`config.mk`:
```
export PLATFORM = sky130hd
export DESIGN_NAME = video_sync_field_tracker_flat
export DESIGN_NICKNAME = d
export VERILOG_FILES = /design/src/hw/rtl/vsft_pkg.sv /design/src/hw/rtl/vsft_evt_if.sv /design/src/hw/rtl/vsft_res_if.sv /design/src/hw/rtl/vsft_core.sv /design/src/hw/rtl/video_sync_field_tracker.sv /design/src/flat_wrapper.sv
export SDC_FILE = /design/constraint.sdc
export NUM_CORES = 1
export LEC_CHECK = 0
export BUFFER_PORTS_ARGS = -buffer_cell sky130_fd_sc_hd__buf_2
export CAP_MARGIN = 40
export CORE_ASPECT_RATIO = 1.5
export CORE_MARGIN = 3
export CORE_UTILIZATION = 55
export DETAILED_ROUTE_END_ITERATION = 10
export GPL_TIMING_DRIVEN = 0
export MAX_ROUTING_LAYER = met4
export PLACE_DENSITY = 0.75
export SYNTH_ARGS = -nofsm -noshare
export SYNTH_HDL_FRONTEND = slang
export SYNTH_SLANG_ARGS = --single-unit
```
`constraint.sdc`:
```
create_clock -name i_clk -period 4.6 [get_ports i_clk]
set_input_delay 0.69 -clock i_clk [delete_from_list [all_inputs] [get_ports i_clk]]
set_output_delay 0.69 -clock i_clk [all_outputs]
set_load 0.05 [all_outputs]
```
`src/hw/rtl/vsft_pkg.sv`:
```
// Shared types and constants for the video sync field tracker.
// Used by the result interface, the field machine core and the top level.
package vsft_pkg;

    localparam int CFG_W      = 16;
    localparam int CFG_IDX_W  = 3;
    localparam int LINE_CFG_W = 10;
    localparam int LINE_IDX_W = 10;

    localparam logic [CFG_IDX_W-1:0] CFG_FIRST_LINE = 3'd0;
    localparam logic [CFG_IDX_W-1:0] CFG_END_LINE   = 3'd1;
    localparam logic [CFG_IDX_W-1:0] CFG_GLITCH_MAX = 3'd2;
    localparam logic [CFG_IDX_W-1:0] CFG_BROAD_MIN  = 3'd3;
    localparam logic [CFG_IDX_W-1:0] CFG_SHORT_MAX  = 3'd4;
    localparam logic [CFG_IDX_W-1:0] CFG_LSYNC_MAX  = 3'd5;
    localparam logic [CFG_IDX_W-1:0] CFG_EVEN_GAP   = 3'd6;

    localparam logic [LINE_CFG_W-1:0] RST_FIRST_LINE = 10'd20;
    localparam logic [LINE_CFG_W-1:0] RST_END_LINE   = 10'd310;
    localparam logic [CFG_W-1:0]      RST_GLITCH_MAX = 16'd370;
    localparam logic [CFG_W-1:0]      RST_BROAD_MIN  = 16'd3740;
    localparam logic [CFG_W-1:0]      RST_SHORT_MAX  = 16'd440;
    localparam logic [CFG_W-1:0]      RST_LSYNC_MAX  = 16'd610;
    localparam logic [CFG_W-1:0]      RST_EVEN_GAP   = 16'd6120;

    localparam logic [2:0] BROAD_SAT  = 3'd7;
    localparam logic [2:0] BROAD_EXIT = 3'd5;
    localparam logic [7:0] SHORT_SAT  = 8'd255;
    localparam logic [7:0] SHORT_EXIT = 8'd5;
    localparam int         LINE_STEP  = 2;
    localparam int         LINE_ODD   = 1;
    localparam int         LINE_EVEN  = 2;

    localparam logic [1:0] FIELD_BROAD  = 2'd0;
    localparam logic [1:0] FIELD_LEAD   = 2'd1;
    localparam logic [1:0] FIELD_ACTIVE = 2'd2;
    localparam logic [1:0] FIELD_TRAIL  = 2'd3;

    typedef enum logic [3:0] {
        PH_BROAD = 4'b0001,
        PH_LEAD  = 4'b0010,
        PH_LINES = 4'b0100,
        PH_TRAIL = 4'b1000
    } t_phase;

    typedef struct packed {
        logic [LINE_CFG_W-1:0] first_line;
        logic [LINE_CFG_W-1:0] end_line;
        logic [CFG_W-1:0]      glitch_max;
        logic [CFG_W-1:0]      broad_min;
        logic [CFG_W-1:0]      short_max;
        logic [CFG_W-1:0]      lsync_max;
        logic [CFG_W-1:0]      even_gap;
    } t_cfg;

    typedef struct packed {
        logic                  fire;
        logic [LINE_IDX_W-1:0] line_index;
        logic [1:0]            field_phase;
        logic                  sync_marker;
        logic                  line_marker;
    } t_result;

    function automatic logic [1:0] phase_code(input t_phase ph);
        logic [1:0] code;
        code = FIELD_BROAD;
        unique case (ph)
            PH_BROAD: code = FIELD_BROAD;
            PH_LEAD:  code = FIELD_LEAD;
            PH_LINES: code = FIELD_ACTIVE;
            PH_TRAIL: code = FIELD_TRAIL;
            default:  code = FIELD_BROAD;
        endcase
        return code;
    endfunction

endpackage

```
`src/hw/rtl/vsft_evt_if.sv`:
```
// Sync edge event channel: valid/ready handshake and edge payload.
// Depends on nothing but its TIME_BITS parameter.
interface vsft_evt_if #(
    parameter int TIME_BITS = 32
);
    logic                 valid;
    logic                 ready;
    logic [TIME_BITS-1:0] timestamp;
    logic                 sync_low;
    logic                 output_busy;

    modport source (output valid, output timestamp, output sync_low, output output_busy,
                    input ready);
    modport sink   (input valid, input timestamp, input sync_low, input output_busy,
                    output ready);
endinterface

```
`src/hw/rtl/vsft_res_if.sv`:
```
// Result channel: valid/ready handshake and line fire / field status payload.
// Uses widths from vsft_pkg.
interface vsft_res_if;
    logic                            valid;
    logic                            ready;
    logic                            fire;
    logic [vsft_pkg::LINE_IDX_W-1:0] line_index;
    logic [1:0]                      field_phase;
    logic                            sync_marker;
    logic                            line_marker;

    modport source (output valid, output fire, output line_index, output field_phase,
                    output sync_marker, output line_marker, input ready);
    modport sink   (input valid, input fire, input line_index, input field_phase,
                    input sync_marker, input line_marker, output ready);
endinterface

```
`src/hw/rtl/vsft_core.sv`:
```
// Field machine: pulse width measurement, glitch rejection, four-phase
// field tracking and line fire. State updates on i_step. Uses vsft_pkg.
module vsft_core #(
    parameter int TIME_BITS = 32,
    parameter int LINE_BITS = 10
) (
    input  logic                 i_clk,
    input  logic                 i_rst_n,
    input  logic                 i_step,
    input  logic [TIME_BITS-1:0] i_ts,
    input  logic                 i_sync_low,
    input  logic                 i_busy,
    input  vsft_pkg::t_cfg       i_cfg,
    output vsft_pkg::t_result    o_res
);

    localparam int LW = (LINE_BITS > vsft_pkg::LINE_CFG_W) ? LINE_BITS : vsft_pkg::LINE_CFG_W;
    localparam logic [LINE_BITS-1:0] LINE_TOP = {LINE_BITS{1'b1}};

    vsft_pkg::t_phase     r_phase, n_phase;
    logic [TIME_BITS-1:0] r_pulse_start, n_pulse_start;
    logic                 r_pulse_done, n_pulse_done;
    logic [2:0]           r_broad_cnt, n_broad_cnt;
    logic [7:0]           r_short_cnt, n_short_cnt;
    logic [TIME_BITS-1:0] r_last_short, n_last_short;
    logic [LINE_BITS-1:0] r_line_num, n_line_num;
    logic                 r_sync_pin, n_sync_pin;
    logic                 r_line_pin, n_line_pin;

    logic [TIME_BITS-1:0] width, gap;
    logic [2:0]           broad_inc, broad_tmp;
    logic [7:0]           short_inc, short_tmp;
    logic [LINE_BITS:0]   line_sum;
    logic [LINE_BITS-1:0] line_adv;
    logic [LW-1:0]        ln_w, fl_w, el_w, diff_w;
    logic                 in_window, fire;

    assign width     = i_ts - r_pulse_start;
    assign gap       = i_ts - r_last_short;
    assign broad_inc = (r_broad_cnt < vsft_pkg::BROAD_SAT) ? r_broad_cnt + 3'd1
                                                           : vsft_pkg::BROAD_SAT;
    assign short_inc = (r_short_cnt < vsft_pkg::SHORT_SAT) ? r_short_cnt + 8'd1
                                                           : vsft_pkg::SHORT_SAT;
    assign line_sum  = {1'b0, r_line_num} + (LINE_BITS+1)'(vsft_pkg::LINE_STEP);
    assign line_adv  = (line_sum > {1'b0, LINE_TOP}) ? LINE_TOP : line_sum[LINE_BITS-1:0];
    assign ln_w      = LW'(r_line_num);
    assign fl_w      = LW'(i_cfg.first_line);
    assign el_w      = LW'(i_cfg.end_line);
    assign diff_w    = ln_w - fl_w;
    assign in_window = (ln_w >= fl_w) && (ln_w < el_w);

    always_comb begin
        n_phase       = r_phase;
        n_pulse_start = r_pulse_start;
        n_pulse_done  = r_pulse_done;
        n_broad_cnt   = r_broad_cnt;
        n_short_cnt   = r_short_cnt;
        n_last_short  = r_last_short;
        n_line_num    = r_line_num;
        n_sync_pin    = r_sync_pin;
        n_line_pin    = r_line_pin;
        broad_tmp     = r_broad_cnt;
        short_tmp     = r_short_cnt;
        fire          = 1'b0;
        if (!i_busy) begin
            if (i_sync_low) begin
                n_pulse_start = i_ts;
                n_pulse_done  = 1'b0;
                n_sync_pin    = 1'b0;
            end else if (width <= TIME_BITS'(i_cfg.glitch_max)) begin
                n_pulse_done = 1'b1;
            end else if (!r_pulse_done) begin
                n_sync_pin   = 1'b1;
                n_line_pin   = 1'b1;
                n_pulse_done = 1'b1;
                unique case (r_phase)
                    vsft_pkg::PH_BROAD: begin
                        broad_tmp = (width > TIME_BITS'(i_cfg.broad_min)) ? broad_inc : 3'd0;
                        if (broad_tmp > vsft_pkg::BROAD_EXIT) begin
                            n_phase     = vsft_pkg::PH_LEAD;
                            n_broad_cnt = 3'd0;
                        end else begin
                            n_broad_cnt = broad_tmp;
                        end
                    end
                    vsft_pkg::PH_LEAD: begin
                        if (width <= TIME_BITS'(i_cfg.short_max)) begin
                            n_short_cnt  = short_inc;
                            n_last_short = i_ts;
                        end else begin
                            n_phase     = vsft_pkg::PH_LINES;
                            n_short_cnt = 8'd0;
                            n_line_num  = (gap > TIME_BITS'(i_cfg.even_gap))
                                          ? LINE_BITS'(vsft_pkg::LINE_EVEN)
                                          : LINE_BITS'(vsft_pkg::LINE_ODD);
                        end
                    end
                    vsft_pkg::PH_LINES: begin
                        if (width > TIME_BITS'(i_cfg.lsync_max)) begin
                            if (in_window) begin
                                fire       = 1'b1;
                                n_line_pin = 1'b0;
                            end
                            n_line_num = line_adv;
                        end else begin
                            n_line_num  = '0;
                            n_short_cnt = short_inc;
                            n_phase     = vsft_pkg::PH_TRAIL;
                        end
                    end
                    vsft_pkg::PH_TRAIL: begin
                        short_tmp = (width <= TIME_BITS'(i_cfg.lsync_max)) ? short_inc : 8'd0;
                        if (short_tmp >= vsft_pkg::SHORT_EXIT) begin
                            n_phase     = vsft_pkg::PH_BROAD;
                            n_short_cnt = 8'd0;
                        end else begin
                            n_short_cnt = short_tmp;
                        end
                    end
                    default: n_phase = vsft_pkg::PH_BROAD;
                endcase
            end
        end
    end

    always_ff @(posedge i_clk) begin
        if (!i_rst_n) begin
            r_phase       <= vsft_pkg::PH_BROAD;
            r_pulse_start <= '0;
            r_pulse_done  <= 1'b0;
            r_broad_cnt   <= '0;
            r_short_cnt   <= '0;
            r_last_short  <= '0;
            r_line_num    <= '0;
            r_sync_pin    <= 1'b0;
            r_line_pin    <= 1'b0;
        end else if (i_step) begin
            r_phase       <= n_phase;
            r_pulse_start <= n_pulse_start;
            r_pulse_done  <= n_pulse_done;
            r_broad_cnt   <= n_broad_cnt;
            r_short_cnt   <= n_short_cnt;
            r_last_short  <= n_last_short;
            r_line_num    <= n_line_num;
            r_sync_pin    <= n_sync_pin;
            r_line_pin    <= n_line_pin;
        end
    end

    always_comb begin
        o_res.fire        = fire;
        o_res.line_index  = fire ? diff_w[vsft_pkg::LINE_IDX_W-1:0] : '0;
        o_res.field_phase = vsft_pkg::phase_code(n_phase);
        o_res.sync_marker = n_sync_pin;
        o_res.line_marker = n_line_pin;
    end

`ifndef NO_ASSERTIONS
    a_fire_in_lines: assert property (@(posedge i_clk) disable iff (!i_rst_n)
        i_step && fire |=> r_phase == vsft_pkg::PH_LINES && !r_line_pin && r_pulse_done)
        else $error("fire left the line phase or line marker set");

    a_falling_edge: assert property (@(posedge i_clk) disable iff (!i_rst_n)
        i_step && !i_busy && i_sync_low |=> !r_sync_pin && !r_pulse_done)
        else $error("falling edge did not open a pulse");

    a_broad_bound: assert property (@(posedge i_clk) disable iff (!i_rst_n)
        r_broad_cnt <= vsft_pkg::BROAD_EXIT)
        else $error("broad count past exit threshold");

    a_hold_idle: assert property (@(posedge i_clk) disable iff (!i_rst_n)
        !i_step |=> $stable(r_phase) && $stable(r_line_num) && $stable(r_pulse_start))
        else $error("state changed without a beat");

    a_busy_hold: assert property (@(posedge i_clk) disable iff (!i_rst_n)
        i_step && i_busy |=> $stable(r_phase) && $stable(r_sync_pin) && $stable(r_line_pin))
        else $error("busy beat changed state");
`endif

endmodule

```
`src/hw/rtl/video_sync_field_tracker.sv`:
```
// Top level of the video sync field tracker: channel registers, config
// registers and the field machine. Uses vsft_pkg, vsft_evt_if, vsft_res_if, vsft_core.
//
// Takes one sync edge beat per clock and returns exactly one result beat per
// edge, which passes the input register, then the result register. The whole
// field machine update runs combinationally between those registers, so the
// sustained rate is one edge per cycle while the result stage is not stalled; a
// stalled result stage still lets one further edge be taken into the input
// register. Config writes take effect on the next cycle and belong in idle periods.
module video_sync_field_tracker #(
    parameter int TIME_BITS = 32,
    parameter int LINE_BITS = 10
) (
    input  logic                             i_clk,
    input  logic                             i_rst_n,
    input  logic                             i_cfg_we,
    input  logic [vsft_pkg::CFG_IDX_W-1:0]   i_cfg_idx,
    input  logic [vsft_pkg::CFG_W-1:0]       i_cfg_wdata,
    vsft_evt_if.sink                         i_in,
    vsft_res_if.source                       o_out
);

    vsft_pkg::t_cfg       r_cfg;
    logic                 r_in_vld;
    logic [TIME_BITS-1:0] r_in_ts;
    logic                 r_in_low;
    logic                 r_in_busy;
    logic                 r_out_vld;
    vsft_pkg::t_result    r_out;
    vsft_pkg::t_result    core_res;
    logic                 advance, in_ready, step;

    assign advance  = !r_out_vld || o_out.ready;
    assign in_ready = !r_in_vld || advance;
    assign step     = r_in_vld && advance;

    always_ff @(posedge i_clk) begin
        if (!i_rst_n) begin
            r_cfg.first_line <= vsft_pkg::RST_FIRST_LINE;
            r_cfg.end_line   <= vsft_pkg::RST_END_LINE;
            r_cfg.glitch_max <= vsft_pkg::RST_GLITCH_MAX;
            r_cfg.broad_min  <= vsft_pkg::RST_BROAD_MIN;
            r_cfg.short_max  <= vsft_pkg::RST_SHORT_MAX;
            r_cfg.lsync_max  <= vsft_pkg::RST_LSYNC_MAX;
            r_cfg.even_gap   <= vsft_pkg::RST_EVEN_GAP;
        end else if (i_cfg_we) begin
            unique case (i_cfg_idx)
                vsft_pkg::CFG_FIRST_LINE: begin
                    r_cfg.first_line <= i_cfg_wdata[vsft_pkg::LINE_CFG_W-1:0];
                end
                vsft_pkg::CFG_END_LINE: begin
                    r_cfg.end_line <= i_cfg_wdata[vsft_pkg::LINE_CFG_W-1:0];
                end
                vsft_pkg::CFG_GLITCH_MAX: r_cfg.glitch_max <= i_cfg_wdata;
                vsft_pkg::CFG_BROAD_MIN:  r_cfg.broad_min  <= i_cfg_wdata;
                vsft_pkg::CFG_SHORT_MAX:  r_cfg.short_max  <= i_cfg_wdata;
                vsft_pkg::CFG_LSYNC_MAX:  r_cfg.lsync_max  <= i_cfg_wdata;
                vsft_pkg::CFG_EVEN_GAP:   r_cfg.even_gap   <= i_cfg_wdata;
                default: ;
            endcase
        end
    end

    always_ff @(posedge i_clk) begin
        if (!i_rst_n) begin
            r_in_vld  <= 1'b0;
            r_out_vld <= 1'b0;
        end else begin
            if (in_ready) begin
                r_in_vld <= i_in.valid;
            end
            if (advance) begin
                r_out_vld <= r_in_vld;
            end
        end
    end

    always_ff @(posedge i_clk) begin
        if (in_ready && i_in.valid) begin
            r_in_ts   <= i_in.timestamp;
            r_in_low  <= i_in.sync_low;
            r_in_busy <= i_in.output_busy;
        end
        if (step) begin
            r_out <= core_res;
        end
    end

    vsft_core #(
        .TIME_BITS (TIME_BITS),
        .LINE_BITS (LINE_BITS)
    ) u_core (
        .i_clk      (i_clk),
        .i_rst_n    (i_rst_n),
        .i_step     (step),
        .i_ts       (r_in_ts),
        .i_sync_low (r_in_low),
        .i_busy     (r_in_busy),
        .i_cfg      (r_cfg),
        .o_res      (core_res)
    );

    assign i_in.ready        = in_ready;
    assign o_out.valid       = r_out_vld;
    assign o_out.fire        = r_out.fire;
    assign o_out.line_index  = r_out.line_index;
    assign o_out.field_phase = r_out.field_phase;
    assign o_out.sync_marker = r_out.sync_marker;
    assign o_out.line_marker = r_out.line_marker;

endmodule
```
`src/flat_wrapper.sv`:
```
// flat-port wrapper written by rule: the top's interface ports become plain ports
module video_sync_field_tracker_flat 
#(
    parameter int TIME_BITS = 32,
    parameter int LINE_BITS = 10
)
  (i_clk, i_rst_n, i_cfg_we, i_cfg_idx, i_cfg_wdata, i_in_valid, i_in_timestamp, i_in_sync_low, i_in_output_busy, i_in_ready, o_out_valid, o_out_fire, o_out_line_index, o_out_field_phase, o_out_sync_marker, o_out_line_marker, o_out_ready);
  vsft_evt_if #(.TIME_BITS(TIME_BITS)) i_in_i ();
  vsft_res_if o_out_i ();
  input  logic i_clk;
  input  logic i_rst_n;
  input  logic i_cfg_we;
  input  logic [vsft_pkg::CFG_IDX_W-1:0] i_cfg_idx;
  input  logic [vsft_pkg::CFG_W-1:0] i_cfg_wdata;
  input wire logic [$bits(i_in_i.valid)-1:0] i_in_valid;
  input wire logic [$bits(i_in_i.timestamp)-1:0] i_in_timestamp;
  input wire logic [$bits(i_in_i.sync_low)-1:0] i_in_sync_low;
  input wire logic [$bits(i_in_i.output_busy)-1:0] i_in_output_busy;
  output wire logic [$bits(i_in_i.ready)-1:0] i_in_ready;
  output wire logic [$bits(o_out_i.valid)-1:0] o_out_valid;
  output wire logic [$bits(o_out_i.fire)-1:0] o_out_fire;
  output wire logic [$bits(o_out_i.line_index)-1:0] o_out_line_index;
  output wire logic [$bits(o_out_i.field_phase)-1:0] o_out_field_phase;
  output wire logic [$bits(o_out_i.sync_marker)-1:0] o_out_sync_marker;
  output wire logic [$bits(o_out_i.line_marker)-1:0] o_out_line_marker;
  input wire logic [$bits(o_out_i.ready)-1:0] o_out_ready;
  assign i_in_i.valid = i_in_valid;
  assign i_in_i.timestamp = i_in_timestamp;
  assign i_in_i.sync_low = i_in_sync_low;
  assign i_in_i.output_busy = i_in_output_busy;
  assign i_in_ready = i_in_i.ready;
  assign o_out_valid = o_out_i.valid;
  assign o_out_fire = o_out_i.fire;
  assign o_out_line_index = o_out_i.line_index;
  assign o_out_field_phase = o_out_i.field_phase;
  assign o_out_sync_marker = o_out_i.sync_marker;
  assign o_out_line_marker = o_out_i.line_marker;
  assign o_out_i.ready = o_out_ready;
  video_sync_field_tracker #(.TIME_BITS(TIME_BITS), .LINE_BITS(LINE_BITS)) u_core (.i_clk(i_clk), .i_rst_n(i_rst_n), .i_cfg_we(i_cfg_we), .i_cfg_idx(i_cfg_idx), .i_cfg_wdata(i_cfg_wdata), .i_in(i_in_i), .o_out(o_out_i));
endmodule
```
# == Word-level counts from Yosys, hierarchy flattened ==
# Cells that the tools add are included.
# totals
ff_bits,243
out_inout_bits,17
in_bits,58
# op_classes
bitwise_logic,4
mux,43
reduce_logical,23
add_sub_neg,6
magnitude_cmp,13
eq_ne,15
# op_table
operator,count
$gt A32 B16 Y1,3
$le A32 B16 Y1,3
$sub A32 B32 Y32,2
$mux W8,5
$mux W4,8
$mux W10,3
$pmux W8 S3,1
$reduce_and A7 Y1,3
$pmux W10 S2,1
$mux W1,19
$pmux W4 S4,1
$reduce_and A2 Y1,8
$add A10 B2 Y11 const B,1
$gt A11 B10 Y1 const B,1
$ge A10 B10 Y1,1
$lt A10 B10 Y1,1
$sub A10 B10 Y10,1
$eq A3 B3 Y1 const B,3
$mux W3,3
$add A8 B1 Y8 const B,1
$eq A4 B2 Y1 const B,2
$eq A4 B3 Y1 const B,2
$eq A4 B4 Y1 const B,2
$ge A8 B3 Y1 const B,1
other kinds (19),28

# == Longest topological paths before layout ==
# depth
word_depth,12
depth_mapped,24
mapped_depth_nobuf,23

# == Modules after synthesis ==
# From an unflattened synthesis, not the netlist that was laid out.
# unflattened
hier_cells,1945
area_unflattened_um2,16433.3
# by_module_without_submodules
mod,n_inst,cells_each,area_each_um2
vsft_core,1,1526,11068.1
video_sync_field_tracker,1,419,5365.1

# == Least setup slack after synthesis ==
# OpenSTA, ideal clock, no wires.
# synth_timing
kind,register to register
start,reg u_core.r_in_ts[0]
end,reg u_core.r_out (netlist bit u_core.o_out.field_phase[1]) (data pin)
t_arrival_ns,4.478
path_stages_with_launch,23
n_path_buf,0
slack_ns,-0.135
required_ns,4.343
path_cell_list,edfxtp_1 > inv_1 > ha_1 > fa_1 > nand2b_1 > a21oi_1 > nor2_1 > o21ai_0 > a31oi_1 > xnor2_1 > ha_1 > a21o_1 > a21o_1 > a211o_1 > a21o_1 > a21oi_1 > a21boi_0 > nor4_1 > nand4_1 > a2111oi_0 > a211oi_1 > or3_1 > o2111a_1
# synth_rtl
element,line,rtl
start: declaration,video_sync_field_tracker.sv:25,logic [TIME_BITS-1:0] r_in_ts;
start signal: assignment,video_sync_field_tracker.sv:80,r_in_ts <= i_in.timestamp;
end signal: assignment,video_sync_field_tracker.sv:85,r_out <= core_res;
end: declaration,video_sync_field_tracker.sv:29,vsft_pkg::t_result r_out;

# == Final worst setup path ==
# layout_timing
start,reg u_core.r_in_ts[0]
end,"reg u_core.u_core.r_line_num[1], in the netlist u_core.u_core.ln_w[1]"
# layout_between
elab_chain_cells,5
# layout_lines
element,line,rtl
$sub A32 B32 Y32,vsft_core.sv:39,assign gap = i_ts - r_last_short;
$gt A32 B16 Y1,vsft_core.sv:93,n_line_num = (gap > TIME_BITS'(i_cfg.even_gap))
$mux W2,vsft_core.sv:94,? LINE_BITS'(vsft_pkg::LINE_EVEN)
$mux W10,vsft_core.sv:87,if (width <= TIME_BITS'(i_cfg.short_max)) begin
$pmux W10 S2,vsft_core.sv:76,unique case (r_phase)
end signal: assignment,vsft_core.sv:144,r_line_num <= n_line_num;
end: declaration,vsft_core.sv:26,"logic [LINE_BITS-1:0] r_line_num, n_line_num;"
# Parallel ways exist; a longest one is shown, timed or not. The select of a mux whose other input is x is not followed.
# A chain may end at the register's enable or synchronous reset.

==> metrics <==
Syn. warnings 0; crit share post-route 105%; cell area after layout approximately 19000 um2; Post-DP Area ~16000 um2; buffer and inverter count on the worst path 3; WHS 318 ps; pre-CTS setup slack -1500 ps; top-count cell post-synth nand2_1; Async SR Flop Fraction 0%; Hold Crit Class in2reg; Antenna Cells 0; Vias/cell 5.94; Total Routing Usage GR 30.3%; clk slew on worst S/H paths 60 ps; Sink Count roughly 240; cell area after synthesis 15600 um2; die area slightly above 30000 um2; cells on worst reg2reg path 24; CTS tree done; largest net degree at the start of global routing 35; power per cell area 290 nW/um2; Post-synth EDFFs 49; failing checks setup timing; vias in the first global route approximately 14000; final antenna-violating net count 0; Yosys cell types 82; Worst IR Drop VDD between 0.3 and 0.4 mV; number of I/O port buffers approximately 70; DIE WIDTH 143 um; Slew Limit Fails 0; cell taking the most area after synthesis dfxtp_1; Num CTS Buffers 25; upper clock frequency limit 0.207 GHz; Crit path arrival time about 5300 ps; initial antenna violation count 0; CP top delay family compound AO/OA/AOI/OAI gates; Filler cells around 2300; leak pwr 7.34 nW; drt wl/cell approximately 19 um; CTS root buffer clkbuf_16; Worst Max-Slew Pin Slew 843 ps; top post-synthesis cells by area dfxtp_1, ha_1, edfxtp_1; GRT overflow 0; DRC viols 0; Fin. Hold Viols 0; global placement routability congestion 1.01; first-pass GRT wire length a little over 70000 um; worst-skew pair later-pin latency 550 ps; I/O Pins 75; Synth Net Count 2157; PnR worst setup slack -222 ps; clock tree buffer depth 3; mean post-synth cell area 8.06 um2; synth cell count leaders nand2_1, a21oi_1, dfxtp_1; Vias 14601; maxcap violations 0; CP startpoint kind flop; Clock Skew 16.7 ps; H-Tree Depth 1; DRT Pass-1 Iters 6; nets@finish 2325; routed wire length 46500 um; fraction of layout cells with a size suffix above 1 16.2%; CORE AREA 27600 um2; # rows 74; worst rel slew slack 43.8%; Iteration-0 DRC Markers 886; crit-path cells inv_2 > buf_6 > ha_4 > inv_2 > fa_2 > a21o_1 > a21oi_2 > o21a_1 > nor2_4 > a31oi_4 > o21bai_1 > a21oi_1 > xnor2_1 > ha_1 > nand4_1 > nor2_2 > nand2_4 > a2111oi_4 > o2111ai_2 > a2111oi_4 > nand4_1 > nor4b_4 > nor2_2 > o31a_1; DP Wirelength around 34000 um; top-area cell type share of the netlist area 24.9%; top_reg_cell synth dfxtp_1; critical path type reg2reg; final worst path period need about 4800 ps; Slowest cell on crit path edfxtp_1; Crit path depth 24; crit-path max FO 3; die height between 200 and 250 um; final setup vio count 50; unrepaired setup endpoints after global routing true; hold_buf cts 0; status complete, but fails checks; Post-Synthesis Cells 1931; crit-path max cell delay roughly 480 ps; P&R area growth vs syn 20.2%; Initial Util 56.4%; WHS Path Cells 1; #FFs+latches synth 243; critical path capture point type flop; register area share after synthesis between 30% and 40%; WP data required 5020 ps
==> per-layer routing <==
layer | vias to the layer above | global-route usage [%] | part of all wire, %
met4 | 0 | 15.3 | 5.9
li1 | 7072 | - | -
met5 | - | - | 0
met2 | 489 | 54.5 | 51
met1 | 6892 | 32.8 | 37
met3 | 148 | 3.15 | 5.5
==> repair_timing <==
action,4_1_cts,5_1_grt
pin swaps,42,54
cloned,4,2
endpoints found under the setup margin,74,72
gates resized for setup,111,105
setup buffers,51,16
endpoints found under the hold margin,0,0
==> layout by cell type (no fill, tap or decap), types with 16 or more instances in the layout <==
cell type and n:
a21o_1 45, a21oi_1 185, a21oi_2 16, buf_2 74
buf_4 48, buf_6 21, clkbuf_1 56, clkbuf_16 26
dfxtp_1 194, edfxtp_1 49, ha_1 152, inv_1 189
mux2i_1 37, nand2_1 323, nand2b_1 18, nand3_1 29
nand4_1 37, nor2_1 114, nor2b_1 27, nor3_1 22
o211ai_1 42, o21ai_0 74, xnor2_1 24
==> cell families (layout without fill, tap and decap cells) <==
kind of cell | after synthesis | in the layout | synth area share (%)
simple gates | 660 | 660 | 19.2
buf+inv | 259 | 445 | 6.70
xor+xnor | 48 | 48 | 2.70
compound gates | 511 | 511 | 20.7
flops | 243 | 243 | 34.4
mux | 42 | 42 | 2.72
fa+ha+maj | 168 | 168 | 13.6
==> worst reg2reg max path, cell delays in order, from the launching register on <==
cell and delay [ps]:
edfxtp_1 480, inv_2 130, buf_6 100, ha_4 130
inv_2 40, fa_2 330, a21o_1 180, a21oi_2 170
o21a_1 230, nor2_4 70, a31oi_4 180, o21bai_1 80
a21oi_1 150, xnor2_1 110, ha_1 300, nand4_1 110
nor2_2 200, nand2_4 110, a2111oi_4 320, o2111ai_2 190
a2111oi_4 230, nand4_1 180, nor4b_4 360, nor2_2 70
o31a_1 270
==> cell type report <==
cell class	count	area [um2]	share of cell area [%]
Tap cell	342	428	2.29
Inverter	192	721	3.85
Buffer	67	378	2.02
Timing Repair Buffer	141	1010	5.42
Clock buffer	34	669	3.58
Sequential cell	243	5360	28.6
Multi-Input combinational cell	1429	10000	53.6
Clock inverter	11	113	0.602
==> metrics by stage <==
step | total power [mW] | utilization, % | cells | TNS [ps]
2_1_floorplan | 2.95 | - | 1931 | -19.9
3_3_place_gp | 3.23 | 59.3 | 2344 | -82420
3_5_place_dp | 3.26 | 59.4 | 2347 | -83420
4_1_cts | 5.36 | 65.8 | 2447 | -8910
5_1_grt | 5.65 | 67.8 | 2459 | -15040
6_report | 5.43 | 67.8 | 2459 | -2800
==> sequential cells by signal, indices dropped and copies added, names as in the netlist <==
name	flops
u_core.u_core.r_sync_pin	1
u_core.u_core.r_short_cnt	8
u_core.u_core.ln_w	10
u_core.r_cfg	100
u_core.u_core.r_phase	4
u_core.o_out.field_phase	2
u_core.o_out.valid	1
u_core.r_in_vld	1
u_core.u_core.r_broad_cnt	3
u_core.u_core.r_pulse_done	1
u_core.o_out.fire	1
u_core.o_out.sync_marker	1
u_core.u_core.r_line_pin	1
u_core.u_core.r_pulse_start	32
u_core.r_in_low	1
u_core.o_out.line_marker	1
u_core.u_core.r_last_short	32
u_core.r_in_busy	1
u_core.r_in_ts	32
u_core.o_out.line_index	10
==> where the power goes <==
group          internal (mW)  switching [mW]  leakage (nW)
clock network           1.14           0.882         0.388
logic                  0.444           0.692          4.91
registers               2.23          0.0432          2.04
==> worst paths after layout <==
path	startpoint	endpoint	slack (ps)
max	u_core.r_in_ts[0]$_DFFE_PP_	u_core.u_core.ln_w[1]$_SDFFE_PN0P_	-220
min	i_in_timestamp[5]	u_core.r_in_ts[5]$_DFFE_PP_	320
max reg2reg	u_core.r_in_ts[0]$_DFFE_PP_	u_core.u_core.ln_w[1]$_SDFFE_PN0P_	-220
min reg2reg	u_core.u_core.r_pulse_start[17]$_SDFFE_PN0P_	u_core.u_core.r_pulse_start[17]$_SDFFE_PN0P_	450
Power figures use the tool's default switching activity.
